$ cat config.mk
export PLATFORM = sky130hd
export DESIGN_NAME = oversampled_uart_transceiver_top_flat
export DESIGN_NICKNAME = d
export VERILOG_FILES = /design/src/hw/rtl/ouart_pkg.sv /design/src/hw/rtl/ouart_if.sv /design/src/hw/rtl/ouart_tx.sv /design/src/hw/rtl/ouart_rx.sv /design/src/hw/rtl/oversampled_uart_transceiver_top.sv /design/src/flat_wrapper.sv
export SDC_FILE = /design/constraint.sdc
export NUM_CORES = 1
export LEC_CHECK = 0
export BUFFER_PORTS_ARGS = -buffer_cell sky130_fd_sc_hd__buf_2
export CORE_MARGIN = 2
export CORE_UTILIZATION = 45
export DETAILED_ROUTE_END_ITERATION = 16
export HOLD_SLACK_MARGIN = 0.03
export PLACE_DENSITY_LB_ADDON = 0.1
export SLEW_MARGIN = 20
export SYNTH_ARGS = -nofsm -noshare
export SYNTH_HDL_FRONTEND = slang
export SYNTH_HIERARCHICAL = 1
export SYNTH_SLANG_ARGS = --single-unit
$ cat constraint.sdc
create_clock -name clk -period 3.3 [get_ports clk]
set_input_delay 0.165 -clock clk [delete_from_list [all_inputs] [get_ports clk]]
set_output_delay 0.165 -clock clk [all_outputs]
set_load 0.005 [all_outputs]
$ cat src/hw/rtl/ouart_pkg.sv
// Shared types and fixed constants for the oversampled UART transceiver.
`default_nettype none

package ouart_pkg;

    localparam int CNT_W      = 4;   // tick and bit counters
    localparam int DATA_W     = 8;   // one character
    localparam int STORE_W    = 16;  // receive sample store entries
    localparam int BIT_SEL_W  = 3;   // selects one data bit

    typedef struct packed {
        logic              rx_line;
        logic              tx_load;
        logic [DATA_W-1:0] tx_byte;
    } ouart_in_t;

    typedef struct packed {
        logic              tx_line;
        logic              tx_ready;
        logic              tx_done;
        logic              rx_valid;
        logic [DATA_W-1:0] rx_byte;
    } ouart_out_t;

    // Transmitter status after one tick
    typedef struct packed {
        logic line;
        logic ready;
        logic done;
    } ouart_tx_stat_t;

    // Receiver status after one tick
    typedef struct packed {
        logic              valid;
        logic [DATA_W-1:0] rx_byte;
    } ouart_rx_stat_t;

endpackage

`default_nettype wire

$ cat src/hw/rtl/ouart_if.sv
// Valid/ready channel interfaces for tick input and result output.
`default_nettype none

interface ouart_in_if;
    import ouart_pkg::*;

    logic      valid;
    logic      ready;
    ouart_in_t data;

    modport source (output valid, output data, input ready);
    modport sink (input valid, input data, output ready);
endinterface

interface ouart_out_if;
    import ouart_pkg::*;

    logic       valid;
    logic       ready;
    ouart_out_t data;

    modport source (output valid, output data, input ready);
    modport sink (input valid, input data, output ready);
endinterface

`default_nettype wire

$ cat src/hw/rtl/ouart_tx.sv
// Transmitter: start bit, data bits LSB first, stop bit, one step per tick.
`default_nettype none

module ouart_tx
    import ouart_pkg::*;
#(
    parameter int SAMPLES_PER_BIT = 8,
    parameter int FRAME_BITS      = 10
)
(
    input  logic              clk,
    input  logic              rst_n,
    input  logic              step,
    input  logic              tx_load,
    input  logic [DATA_W-1:0] tx_byte,
    output ouart_tx_stat_t    stat
);

    localparam logic [CNT_W-1:0] SPB_M1 = CNT_W'(SAMPLES_PER_BIT - 1);
    localparam logic [CNT_W-1:0] FB     = CNT_W'(FRAME_BITS);
    localparam logic [CNT_W-1:0] FB_M1  = CNT_W'(FRAME_BITS - 1);

    logic              busy_reg, busy_next;
    logic [DATA_W-1:0] data_reg, data_next;
    logic [CNT_W-1:0]  idx_reg, idx_next;
    logic [CNT_W-1:0]  cnt_reg, cnt_next;
    logic              lvl_reg, lvl_next;
    logic              done;
    logic [CNT_W-1:0]  idx_m1;

    always_comb
    begin
        busy_next = busy_reg;
        data_next = data_reg;
        idx_next  = idx_reg;
        cnt_next  = cnt_reg;
        lvl_next  = lvl_reg;
        done      = 1'b0;
        idx_m1    = idx_reg - CNT_W'(1);

        if (tx_load && !busy_reg)
        begin
            busy_next = 1'b1;
            idx_next  = '0;
            cnt_next  = '0;
            data_next = tx_byte;
        end

        if (busy_next)
        begin
            if (cnt_next != '0)
            begin
                if (cnt_next < SPB_M1)
                    cnt_next = cnt_next + CNT_W'(1);
                else
                    cnt_next = '0;
            end
            else if (idx_next == '0)
            begin
                lvl_next = 1'b0;
                cnt_next = CNT_W'(1);
                idx_next = CNT_W'(1);
            end
            else if (idx_next < FB_M1)
            begin
                // idx_next equals idx_reg here: a fresh load always starts at zero
                lvl_next = data_next[idx_m1[BIT_SEL_W-1:0]];
                cnt_next = CNT_W'(1);
                idx_next = idx_next + CNT_W'(1);
            end
            else if (idx_next == FB_M1)
            begin
                lvl_next = 1'b1;
                cnt_next = CNT_W'(1);
                idx_next = idx_next + CNT_W'(1);
            end
            else
            begin
                done      = (idx_next == FB);
                busy_next = 1'b0;
                idx_next  = '0;
            end
        end
    end

    always_ff @(posedge clk or negedge rst_n)
    begin
        if (!rst_n)
        begin
            busy_reg <= 1'b0;
            data_reg <= '0;
            idx_reg  <= '0;
            cnt_reg  <= '0;
            lvl_reg  <= 1'b1;
        end
        else if (step)
        begin
            busy_reg <= busy_next;
            data_reg <= data_next;
            idx_reg  <= idx_next;
            cnt_reg  <= cnt_next;
            lvl_reg  <= lvl_next;
        end
    end

    assign stat.line  = lvl_next;
    assign stat.ready = !busy_next;
    assign stat.done  = done;

endmodule

`default_nettype wire

$ cat src/hw/rtl/ouart_rx.sv
// Receiver: start hunt with two majority checks, mid-bit majority decode.
`default_nettype none

module ouart_rx
    import ouart_pkg::*;
#(
    parameter int SAMPLES_PER_BIT     = 8,
    parameter int START_CHECK_SAMPLES = 3,
    parameter int FRAME_BITS          = 10
)
(
    input  logic           clk,
    input  logic           rst_n,
    input  logic           step,
    input  logic           rx_line,
    output ouart_rx_stat_t stat
);

    localparam int               MID    = (SAMPLES_PER_BIT - 1) / 2;
    localparam logic [CNT_W-1:0] SPB_M1 = CNT_W'(SAMPLES_PER_BIT - 1);
    localparam logic [CNT_W-1:0] SCS    = CNT_W'(START_CHECK_SAMPLES);
    localparam logic [CNT_W-1:0] FB     = CNT_W'(FRAME_BITS);
    localparam logic [CNT_W-1:0] MID_LO = CNT_W'(MID - 1);
    localparam logic [CNT_W-1:0] MID_C  = CNT_W'(MID);
    localparam logic [CNT_W-1:0] MID_HI = CNT_W'(MID + 1);

    logic               frame_reg, frame_next;
    logic [CNT_W-1:0]   idx_reg, idx_next;
    logic [CNT_W-1:0]   cnt_reg, cnt_next;
    logic [STORE_W-1:0] smp_reg, smp_next;
    logic [DATA_W-1:0]  data_reg, data_next;
    logic               vote_start;
    logic               vote_mid;
    logic               valid;
    logic [CNT_W-1:0]   idx_inc;
    logic [CNT_W-1:0]   bit_pos;

    function automatic logic maj3(input logic a, input logic b, input logic c);
        maj3 = (a & b) | (a & c) | (b & c);
    endfunction

    assign vote_start = maj3(smp_reg[0], smp_reg[1], smp_reg[2]);
    assign vote_mid   = maj3(smp_reg[MID_LO], smp_reg[MID_C], smp_reg[MID_HI]);
    assign idx_inc    = idx_reg + CNT_W'(1);
    assign bit_pos    = idx_inc - CNT_W'(2);

    always_comb
    begin
        frame_next = frame_reg;
        idx_next   = idx_reg;
        cnt_next   = cnt_reg;
        smp_next   = smp_reg;
        data_next  = data_reg;
        valid      = 1'b0;

        if (!frame_reg)
        begin
            if (cnt_reg == '0)
            begin
                if (!rx_line)
                begin
                    smp_next[cnt_reg] = rx_line;
                    cnt_next          = cnt_reg + CNT_W'(1);
                end
            end
            else if (cnt_reg < SCS)
            begin
                smp_next[cnt_reg] = rx_line;
                cnt_next          = cnt_reg + CNT_W'(1);
            end
            else if (cnt_reg == SCS)
            begin
                // early start check
                if (!vote_start)
                begin
                    smp_next[cnt_reg] = rx_line;
                    cnt_next          = cnt_reg + CNT_W'(1);
                end
                else
                    cnt_next = '0;
            end
            else if (cnt_reg < SPB_M1)
            begin
                smp_next[cnt_reg] = rx_line;
                cnt_next          = cnt_reg + CNT_W'(1);
            end
            else if (cnt_reg == SPB_M1)
            begin
                // mid-bit start confirmation
                if (!vote_mid)
                begin
                    frame_next = 1'b1;
                    idx_next   = CNT_W'(1);
                    data_next  = '0;
                end
                cnt_next = '0;
            end
            else
                cnt_next = '0;
        end
        else if (cnt_reg < SPB_M1)
        begin
            smp_next[cnt_reg] = rx_line;
            cnt_next          = cnt_reg + CNT_W'(1);
        end
        else
        begin
            cnt_next = '0;
            if (idx_inc < FB)
            begin
                data_next[bit_pos[BIT_SEL_W-1:0]] = vote_mid;
                idx_next                          = idx_inc;
            end
            else
            begin
                // stop bit: deliver only when high
                idx_next   = '0;
                frame_next = 1'b0;
                valid      = vote_mid;
            end
        end
    end

    always_ff @(posedge clk or negedge rst_n)
    begin
        if (!rst_n)
        begin
            frame_reg <= 1'b0;
            idx_reg   <= '0;
            cnt_reg   <= '0;
            data_reg  <= '0;
        end
        else if (step)
        begin
            frame_reg <= frame_next;
            idx_reg   <= idx_next;
            cnt_reg   <= cnt_next;
            data_reg  <= data_next;
        end
    end

    // sample store: every vote reads entries written earlier in the same bit
    always_ff @(posedge clk)
    begin
        if (step)
            smp_reg <= smp_next;
    end

    assign stat.valid   = valid;
    assign stat.rx_byte = data_next;

endmodule

`default_nettype wire

$ cat src/hw/rtl/oversampled_uart_transceiver_top.sv
// Top level of the oversampled 8N1 UART transceiver with majority-vote receive.
//
// Usage:
//   tick   : one transfer per oversampling tick, carrying the sampled receive
//            level (rx_line) and an optional transmit load (tx_load, tx_byte).
//            A load is taken only while the transmitter is idle.
//   result : one transfer per accepted tick with the transmit pin level, the
//            transmitter idle flag, the tx_done and rx_valid pulses and the
//            receive data register.
// The result of a tick is computed from its transfer on tick and registered in the
//   result buffer. Throughput: one tick per cycle while tick.ready is high, set by the single
//   register-to-register step of the transmit and receive state.
// A two-entry result buffer (output register plus skid register) sits between
//   the state update and the result channel; tick.ready is a register bit, so
//   up to two results may wait while result.ready is low, after which tick.ready
//   drops until a result transfer frees an entry. No tick is lost or repeated.
// Reset (rst_n low, asynchronous): transmitter idle with the pin high, receiver
//   hunting for a start bit, data registers cleared, result buffer empty.
`default_nettype none

module oversampled_uart_transceiver_top
    import ouart_pkg::*;
#(
    parameter int SAMPLES_PER_BIT     = 8,
    parameter int START_CHECK_SAMPLES = 3,
    parameter int FRAME_BITS          = 10
)
(
    input  logic         clk,
    input  logic         rst_n,
    ouart_in_if.sink     tick,
    ouart_out_if.source  result
);

    logic           step;
    ouart_tx_stat_t tx_stat;
    ouart_rx_stat_t rx_stat;
    ouart_out_t     res;

    logic           head_vld_reg;
    logic           skid_vld_reg;
    ouart_out_t     head_reg;
    ouart_out_t     skid_reg;
    logic           pop;

    assign tick.ready = !skid_vld_reg;
    assign step       = tick.valid && tick.ready;

    ouart_tx #(
        .SAMPLES_PER_BIT (SAMPLES_PER_BIT),
        .FRAME_BITS      (FRAME_BITS)
    ) u_tx (
        .clk     (clk),
        .rst_n   (rst_n),
        .step    (step),
        .tx_load (tick.data.tx_load),
        .tx_byte (tick.data.tx_byte),
        .stat    (tx_stat)
    );

    ouart_rx #(
        .SAMPLES_PER_BIT     (SAMPLES_PER_BIT),
        .START_CHECK_SAMPLES (START_CHECK_SAMPLES),
        .FRAME_BITS          (FRAME_BITS)
    ) u_rx (
        .clk     (clk),
        .rst_n   (rst_n),
        .step    (step),
        .rx_line (tick.data.rx_line),
        .stat    (rx_stat)
    );

    always_comb
    begin
        res.tx_line  = tx_stat.line;
        res.tx_ready = tx_stat.ready;
        res.tx_done  = tx_stat.done;
        res.rx_valid = rx_stat.valid;
        res.rx_byte  = rx_stat.rx_byte;
    end

    assign pop = head_vld_reg && result.ready;

    // result buffer control
    always_ff @(posedge clk or negedge rst_n)
    begin
        if (!rst_n)
        begin
            head_vld_reg <= 1'b0;
            skid_vld_reg <= 1'b0;
        end
        else if (pop || !head_vld_reg)
        begin
            if (skid_vld_reg)
            begin
                head_vld_reg <= 1'b1;
                skid_vld_reg <= 1'b0;
            end
            else
                head_vld_reg <= step;
        end
        else if (step)
            skid_vld_reg <= 1'b1;
    end

    // result buffer payload
    always_ff @(posedge clk)
    begin
        if (pop || !head_vld_reg)
        begin
            if (skid_vld_reg)
                head_reg <= skid_reg;
            else if (step)
                head_reg <= res;
        end
        else if (step)
            skid_reg <= res;
    end

    assign result.valid = head_vld_reg;
    assign result.data  = head_reg;

endmodule

`default_nettype wire
$ cat src/flat_wrapper.sv
// flat-port wrapper written by rule: the top's interface ports become plain ports
module oversampled_uart_transceiver_top_flat import ouart_pkg::*;
#(
    parameter int SAMPLES_PER_BIT     = 8,
    parameter int START_CHECK_SAMPLES = 3,
    parameter int FRAME_BITS          = 10
)
  (clk, rst_n, tick_valid, tick_data, tick_ready, result_valid, result_data, result_ready);
  ouart_in_if tick_i ();
  ouart_out_if result_i ();
  input  logic clk;
  input  logic rst_n;
  input wire logic [$bits(tick_i.valid)-1:0] tick_valid;
  input wire logic [$bits(tick_i.data)-1:0] tick_data;
  output wire logic [$bits(tick_i.ready)-1:0] tick_ready;
  output wire logic [$bits(result_i.valid)-1:0] result_valid;
  output wire logic [$bits(result_i.data)-1:0] result_data;
  input wire logic [$bits(result_i.ready)-1:0] result_ready;
  assign tick_i.valid = tick_valid;
  assign tick_i.data = tick_data;
  assign tick_ready = tick_i.ready;
  assign result_valid = result_i.valid;
  assign result_data = result_i.data;
  assign result_i.ready = result_ready;
  oversampled_uart_transceiver_top #(.SAMPLES_PER_BIT(SAMPLES_PER_BIT), .START_CHECK_SAMPLES(START_CHECK_SAMPLES), .FRAME_BITS(FRAME_BITS)) u_core (.clk(clk), .rst_n(rst_n), .tick(tick_i), .result(result_i));
endmodule
==> qor.txt, run 1 <==
run status - finished clean
ANT cells - 0
share of synthesized area occupied by flip-flops and latches - 0.455
fraction of registers with async set or reset after synthesis - 0.561
Critical Path Source Type - flip-flop
required time of the worst setup path - 3.38 ns
area of the mapped netlist - 0.00395 mm2
# DRC - 0
cell mode on critical path - sky130_fd_sc_hd__nand2_1
clock root buffer - sky130_fd_sc_hd__clkbuf_8
Hold Path Depth - 3
wire per inst - 15.8 um
worst hold endpoint - u_core/result.valid$_DFFE_PN0P_
worst stage delay on the critical path - 0.52 ns
die area - 0.00954 mm2
Worst Skew - 0.0156 ns
Period Utilization, post-route - 0.835
endpoints failing setup - 0
Final Max Slew Viols - 0
total setup buffers inserted after CTS - 0
top-level I/O count - 28
Slowest-stage cell, CP - sky130_fd_sc_hd__dfrtp_1
final hold violations - 0
number of cells traversed by the worst register-to-register path - 10
vias post-DR - 2901
Synth warnings - 6
final non-filler cell total - 497
initial antenna violation count - 0
largest fanout on the critical path - 12
final worst path period need - 2.76 ns
number of instances in the synthesized netlist - 364
top-area cell type share of the netlist area - 0.228
setup repair after global routing missed its margin - no
NumNets Final - 406
ranking of synthesized cells by area - sky130_fd_sc_hd__dfrtp_1, sky130_fd_sc_hd__edfxtp_1, sky130_fd_sc_hd__mux2_2, sky130_fd_sc_hd__nand2_1, sky130_fd_sc_hd__o21ai_0
Num CTS Buffers - 9
Bufs and invs on worst path - 1
average vias per placed instance - 5.84
Cell Rows - 34
startpoint of the worst-slack reg-to-reg timing path - u_core/u_tx/busy_reg$_DFFE_PN0P_
Netlist cell types - 78
total instance count after detailed placement - 480
Post-synth EDFFs - 29
starting density of the core - 0.459
cells along the critical path - or2b_1 -> nand2_1 -> ha_1 -> nor4bb_1 -> buf_4 -> nor2_1 -> nand2_1 -> o21ai_0 -> a2bb2oi_1 -> mux2_2
total congestion overflow - 0
highest attainable clock frequency - 0.363 GHz
global-route wire length before repair - 13.0 mm
CTS tree - done
post-synth net total - 386
clock edge transition at the registers on the reported setup and hold paths - 0.07 ns
pin slew with the least headroom to its limit - 1.03 ns
clock insertion delay at the later pin of the skew report - 0.34 ns
power density relative to cell area - 881 mW/mm2
peak ir drop on the vdd network - 0.323 mV
dominant delay contributor by cell family on the critical path - simple AND/OR/NAND/NOR gates
number of synthesized register bits - 66
area overhead of the layout relative to synthesis - 9.92%
top flip-flop cell by instance count after synthesis - sky130_fd_sc_hd__dfrtp_1
DP HPWL - 5.38 mm
final core utilization - 0.505
routability congestion estimate - 0.852
number of global-route vias before repair - 2634
number of port buffers - 27
Setup Crit Path Kind - flip-flop to flip-flop
remaining number of nets flagged by the antenna check after routing - 0
H-tree lvl count - 3
maximum clock insertion buffer count - 2
Die Span X - 97.7 um
signal arrival time at the worst endpoint - 2.84 ns
number of maximum-capacitance constraint violations - 0
type of the worst min-delay path - primary input to flip-flop
number of iterations in the first detailed-routing pass - 4
end of the worst register-to-register path - u_core/result.data[11]$_DFFE_PP_
largest net degree at the start of global routing - 38
ratio of cells with drive above 1 in the final layout - 0.224
Total Routing Usage GR - 0.167
detailed-route wire length - 7.87 mm
Worst Setup End Kind - flip-flop
cell type contributing the most total cell area after synthesis - sky130_fd_sc_hd__dfrtp_1
standby leakage power - 1.76 nW
iteration-0 DRC count of the detailed router - 248
min-delay src - tick_valid
placeable core region - 0.00859 mm2
Reg2Reg Setup Slack - 0.54 ns
total negative setup slack - 0 ns
syn avg cell area - 10.8 um2
Max transition margin - 0.314
number of sinks handled by clock tree synthesis - 66
vertical die dimension - 97.7 um
-- cell usage after synthesis, types with 2 or more instances --
| library cell | number |
|---|---|
| sky130_fd_sc_hd__a211oi_1 | 2 |
| sky130_fd_sc_hd__a21boi_0 | 3 |
| sky130_fd_sc_hd__a21o_1 | 3 |
| sky130_fd_sc_hd__a21oi_1 | 12 |
| sky130_fd_sc_hd__a221o_1 | 2 |
| sky130_fd_sc_hd__a22o_1 | 4 |
| sky130_fd_sc_hd__a31oi_1 | 4 |
| sky130_fd_sc_hd__a32o_1 | 5 |
| sky130_fd_sc_hd__and4_1 | 2 |
| sky130_fd_sc_hd__buf_2 | 4 |
| sky130_fd_sc_hd__buf_4 | 7 |
| sky130_fd_sc_hd__buf_6 | 4 |
| sky130_fd_sc_hd__clkbuf_1 | 8 |
| sky130_fd_sc_hd__dfrtp_1 | 36 |
| sky130_fd_sc_hd__edfxtp_1 | 29 |
| sky130_fd_sc_hd__ha_1 | 8 |
| sky130_fd_sc_hd__inv_1 | 16 |
| sky130_fd_sc_hd__mux2_2 | 18 |
| sky130_fd_sc_hd__mux2_4 | 7 |
| sky130_fd_sc_hd__mux2i_1 | 9 |
| sky130_fd_sc_hd__mux4_1 | 2 |
| sky130_fd_sc_hd__nand2_1 | 45 |
| sky130_fd_sc_hd__nand2b_1 | 4 |
| sky130_fd_sc_hd__nand3_1 | 10 |
| sky130_fd_sc_hd__nand3b_1 | 3 |
| sky130_fd_sc_hd__nand4_1 | 2 |
| sky130_fd_sc_hd__nor2_1 | 14 |
| sky130_fd_sc_hd__nor2b_1 | 4 |
| sky130_fd_sc_hd__nor3_1 | 5 |
| sky130_fd_sc_hd__nor3b_1 | 3 |
| sky130_fd_sc_hd__nor4_1 | 2 |
| sky130_fd_sc_hd__o2111a_1 | 2 |
| sky130_fd_sc_hd__o211ai_1 | 6 |
| sky130_fd_sc_hd__o21a_1 | 2 |
| sky130_fd_sc_hd__o21ai_0 | 24 |
| sky130_fd_sc_hd__o22ai_1 | 4 |
| sky130_fd_sc_hd__o2bb2ai_1 | 3 |
| sky130_fd_sc_hd__o31ai_1 | 4 |
| sky130_fd_sc_hd__or4_1 | 2 |
| sky130_fd_sc_hd__xor2_1 | 2 |
-- layout make-up --
cell class	count	area [um2]
Clock inverter	7	118
Fill cell	780	4250
Clock buffer	9	124
Multi-Input combinational cell	258	1920
Timing Repair Buffer	33	183
Tap cell	108	135
Sequential cell	66	1800
Inverter	16	60.1
-- routing by layer --
layer / wire length, um / up-vias / GRT usage / part of all wire
met5: 0 / - / 0 / 0
met4: 169 / 0 / 0.0705 / 0.021
met3: 325 / 15 / 0.0245 / 0.041
met2: 3400 / 81 / 0.241 / 0.43
met1: 3980 / 1395 / 0.251 / 0.51
li1: - / 1410 / - / -
-- how the worst max path moves through the flow --
| stage | start | end | slack [ns] | cells after the start |
|---|---|---|---|---|
| after floorplan | u_core/u_tx/busy_reg$_DFFE_PN0P_ | u_core/result.data[11]$_DFFE_PP_ | 0.54 | 13 |
| after global placement | u_core/u_tx/busy_reg$_DFFE_PN0P_ | u_core/result.data[11]$_DFFE_PP_ | 0.72 | 10 |
| after global routing | u_core/u_tx/busy_reg$_DFFE_PN0P_ | u_core/result.data[9]$_DFFE_PP_ | 0.27 | 8 |
| after detailed placement | u_core/u_tx/busy_reg$_DFFE_PN0P_ | u_core/result.data[11]$_DFFE_PP_ | 0.60 | 10 |
| after CTS | u_core/u_tx/busy_reg$_DFFE_PN0P_ | u_core/result.data[11]$_DFFE_PP_ | 0.56 | 10 |
| final | u_core/u_tx/busy_reg$_DFFE_PN0P_ | u_core/result.data[11]$_DFFE_PP_ | 0.54 | 10 |
-- power breakdown --
| part | switching [mW] | internal (mW) |
|---|---|---|
| sequential | 0.270 | 1.16 |
| clock | 0.323 | 0.500 |
| combinational | 0.845 | 0.728 |
| total | 1.44 | 2.39 |
-- through the flow --
| step | power, mW | hold WS [ns] | worst slack, ns | area (um2) |
|---|---|---|---|---|
| after floorplan | 2.71 | -0.131 | 0.536 | 3950 |
| after global placement | 2.98 | 0.352 | 0.725 | 4090 |
| after detailed placement | 3.01 | 0.361 | 0.601 | 4090 |
| after CTS | 3.84 | 0.0565 | 0.565 | 4340 |
| after global routing | 4.10 | 0.0701 | 0.266 | 4340 |
| final | 3.82 | 0.0671 | 0.544 | 4340 |
-- placed cells by master, fill, tap and decap left out, types with 5 or more instances in the layout --
cell	count
sky130_fd_sc_hd__inv_1	16
sky130_fd_sc_hd__dfrtp_1	36
sky130_fd_sc_hd__o21ai_0	24
sky130_fd_sc_hd__nand3_1	10
sky130_fd_sc_hd__a21oi_1	12
sky130_fd_sc_hd__buf_4	5
sky130_fd_sc_hd__mux2_4	7
sky130_fd_sc_hd__buf_2	27
sky130_fd_sc_hd__ha_1	8
sky130_fd_sc_hd__clkbuf_8	9
sky130_fd_sc_hd__mux2_2	18
sky130_fd_sc_hd__o211ai_1	6
sky130_fd_sc_hd__nand2_1	45
sky130_fd_sc_hd__mux2i_1	9
sky130_fd_sc_hd__edfxtp_1	29
sky130_fd_sc_hd__a32o_1	5
sky130_fd_sc_hd__nor3_1	5
sky130_fd_sc_hd__nor2_1	14
-- logic make-up after synthesis --
kind of cell / Yosys count / synth area share
flops: 66 / 0.455
fa+ha+maj: 9 / 0.0282
xor+xnor: 3 / 0.00666
buf+inv: 40 / 0.0577
simple gates: 111 / 0.152
mux: 37 / 0.120
compound gates: 98 / 0.181
-- worst min-delay path: cells and delay by family --
family	cells	cell delay, ns
buffers and inverters	1	0.09
AND/OR/NAND/NOR	2	0.11
-- what timing repair did --
item,4_1_cts,5_1_grt
hold endpoints to repair,36,0
hold buffers,1,0
gates resized for setup,0,0
Power figures use the tool's default switching activity.
==> run 2, diff against run 1 <==
==> constraint.sdc (replaced) <==
create_clock -name clk -period 2.4 [get_ports clk]
set_input_delay 0.12 -clock clk [delete_from_list [all_inputs] [get_ports clk]]
set_output_delay 0.12 -clock clk [all_outputs]
set_load 0.005 [all_outputs]
==> qor.txt, run 2 (synthesized netlist as in run 1, its figures left out) <==
type of the worst min-delay path - primary input to flip-flop
ratio of cells with drive above 1 in the final layout - 0.256 (+0.0319)
maximum clock insertion buffer count - 2 (unchanged)
global-route track usage on met3 - 0.0281 (+0.00360)
dominant delay contributor by cell family on the critical path - simple AND/OR/NAND/NOR gates
routability congestion estimate - 0.945 (+11%)
signal arrival time at the worst endpoint - 2.34 ns (-0.50 ns)
area overhead of the layout relative to synthesis - 12.2%
largest net degree at the start of global routing - 38 (unchanged)
final hold violations - 0 (unchanged)
global-route wire length before repair - 14.0 mm (+7.8%)
power density relative to cell area - 1170 mW/mm2 (+33%)
routing usage on met1 - 0.266 (+0.0146)
highest attainable clock frequency - 0.445 GHz (+23%)
required time of the worst setup path - 2.49 ns (-0.89 ns)
Top Usage Layer GRT - met2
Max transition margin - 0.400 (+0.0857)
worst-case hold slack - 0.0385 ns (-0.0285 ns)
average vias per placed instance - 5.71 (-2.2%)
top-level I/O count - 28 (unchanged)
clock root buffer - sky130_fd_sc_hd__clkbuf_8
number of maximum-capacitance constraint violations - 0 (unchanged)
total congestion overflow - 0 (unchanged)
number of global-route vias before repair - 2828 (+7.4%)
Setup Crit Path Kind - flip-flop to flip-flop
iteration-0 DRC count of the detailed router - 188 (-24%)
CTS tree - done
wire per inst - 16.1 um (+1.9%)
setup repair after global routing missed its margin - no
endpoints failing setup - 0 (unchanged)
standby leakage power - 1.81 nW (+2.9%)
Final Cell Area - 0.00443 mm2 (+2.1%)
Worst Setup End Kind - flip-flop
ANT cells - 0 (unchanged)
final worst path period need - 2.25 ns (-0.509 ns)
placement-stage cell area - 0.00422 mm2 (+3.2%)
NumNets Final - 420 (+3.4%)
worst stage delay on the critical path - 0.43 ns (-0.09 ns)
Final Max Slew Viols - 0 (unchanged)
# DRC - 0 (unchanged)
Die Span X - 97.7 um (unchanged)
clock insertion delay at the later pin of the skew report - 0.33 ns (about the same)
Critical Path Source Type - flip-flop
total negative setup slack - 0 ns (unchanged)
number of iterations in the first detailed-routing pass - 4 (unchanged)
Worst Skew - 0.0134 ns (-0.00223 ns)
Bufs and invs on worst path - 1 (unchanged)
starting density of the core - 0.459 (unchanged)
largest fanout on the critical path - 8 (-4)
DP HPWL - 5.81 mm (+8.0%)
count of filler cells inserted in the layout - 766 (-1.8%)
pin slew with the least headroom to its limit - 0.900 ns (-0.126 ns)
clock edge transition at the registers on the reported setup and hold paths - 0.08 ns (about the same)
number of sinks handled by clock tree synthesis - 66 (unchanged)
commonest non-fill, non-tap cells in the layout - sky130_fd_sc_hd__nand2_1, sky130_fd_sc_hd__dfrtp_1, sky130_fd_sc_hd__edfxtp_1
placeable core region - 0.00859 mm2 (unchanged)
cells along the critical path - or2b_4 -> nand2_4 -> ha_4 -> nor4bb_1 -> buf_4 -> nor2_4 -> nand2_1 -> o21ai_1 -> a2bb2oi_1 -> mux2_2
die area - 0.00954 mm2 (unchanged)
initial antenna violation count - 0 (unchanged)
remaining number of nets flagged by the antenna check after routing - 0 (unchanged)
run status - finished clean
number of port buffers - 27 (unchanged)
peak ir drop on the vdd network - 0.386 mV (+20%)
most frequent standard cell in the layout excluding fill and tap cells - sky130_fd_sc_hd__nand2_1
met2 Usage GRT - 0.271 (+0.0297)
footprint of the multi-input gates - 0.00196 mm2 (+2.0%)
Total Routing Usage GR - 0.180 (+0.0125)
H-tree lvl count - 3 (unchanged)
total area of sequential cells - 0.00180 mm2 (unchanged)
Num CTS Buffers - 9 (unchanged)
total chip power - 5.20 mW (+36%)
vertical die dimension - 97.7 um (unchanged)
Cell Rows - 34 (unchanged)
detailed-route wire length - 8.25 mm (+4.8%)
vias post-DR - 2918 (+0.59%)
Slowest-stage cell, CP - sky130_fd_sc_hd__dfrtp_1
Period Utilization, post-route - 0.936 (+0.101)
run 2: worst paths after layout:
| kind | from | endpoint | slack (ns) | depth (start not counted) |
|---|---|---|---|---|
| worst max-delay path | u_core/u_tx/busy_reg$_DFFE_PN0P_ | u_core/result.data[11]$_DFFE_PP_ | 0.15 | 10 |
| worst min-delay path | tick_data[4] | u_core/u_tx/data_reg[4]$_DFFE_PN0P_ | 0.04 | 2 |
| worst max register to register | u_core/u_tx/busy_reg$_DFFE_PN0P_ | u_core/result.data[11]$_DFFE_PP_ | 0.15 | 10 |
| worst min register to register | u_core/u_tx/data_reg[1]$_DFFE_PN0P_ | u_core/u_tx/data_reg[1]$_DFFE_PN0P_ | 0.50 | 1 |
| max in group asynchronous | rst_n | u_core/u_rx/cnt_reg[1]$_DFFE_PN0P_ | 1.36 | 2 |
| min in group asynchronous | rst_n | u_core/u_rx/data_reg[2]$_DFFE_PN0P_ | 0.46 | 2 |
run 2: cell type report:
type                    instances  area share
inverters                      16      0.0136
clock buffers                  10      0.0288
repair buffers                 47      0.0655
multi-input cells             258       0.443
clock inverters                 6      0.0130
well taps                     108      0.0305
flip-flops and latches         66       0.406
run 2: what timing repair did:
| item | CTS | global route |
|---|---|---|
| endpoints found under the setup margin | 0 | 1 |
| endpoints found under the hold margin | 37 | 0 |
| hold buffers | 2 | 0 |
| setup buffers | 0 | 0 |
| gates resized for setup | 0 | 1 |
run 2: through the flow:
step            util  setup WS (ns)  cells
5_1_grt        0.515        0.00141    511
2_1_floorplan      -        -0.0569    364
4_1_cts        0.515          0.111    511
6_report       0.515          0.152    511
3_5_place_dp   0.491          0.142    493
3_3_place_gp   0.491          0.181    493
run 2: where the power goes:
| group | switching, mW | internal [mW] |
|---|---|---|
| sequential | 0.336 | 1.59 |
| clock | 0.425 | 0.472 |
| combinational | 1.26 | 1.12 |
run 2: metal layers:
| layer | part of all wire | wire (um) |
|---|---|---|
| met1 | 0.50 | 4140 |
| met2 | 0.44 | 3660 |
| met3 | 0.044 | 363 |
| met4 | 0.010 | 86 |
| met5 | 0 | 0 |
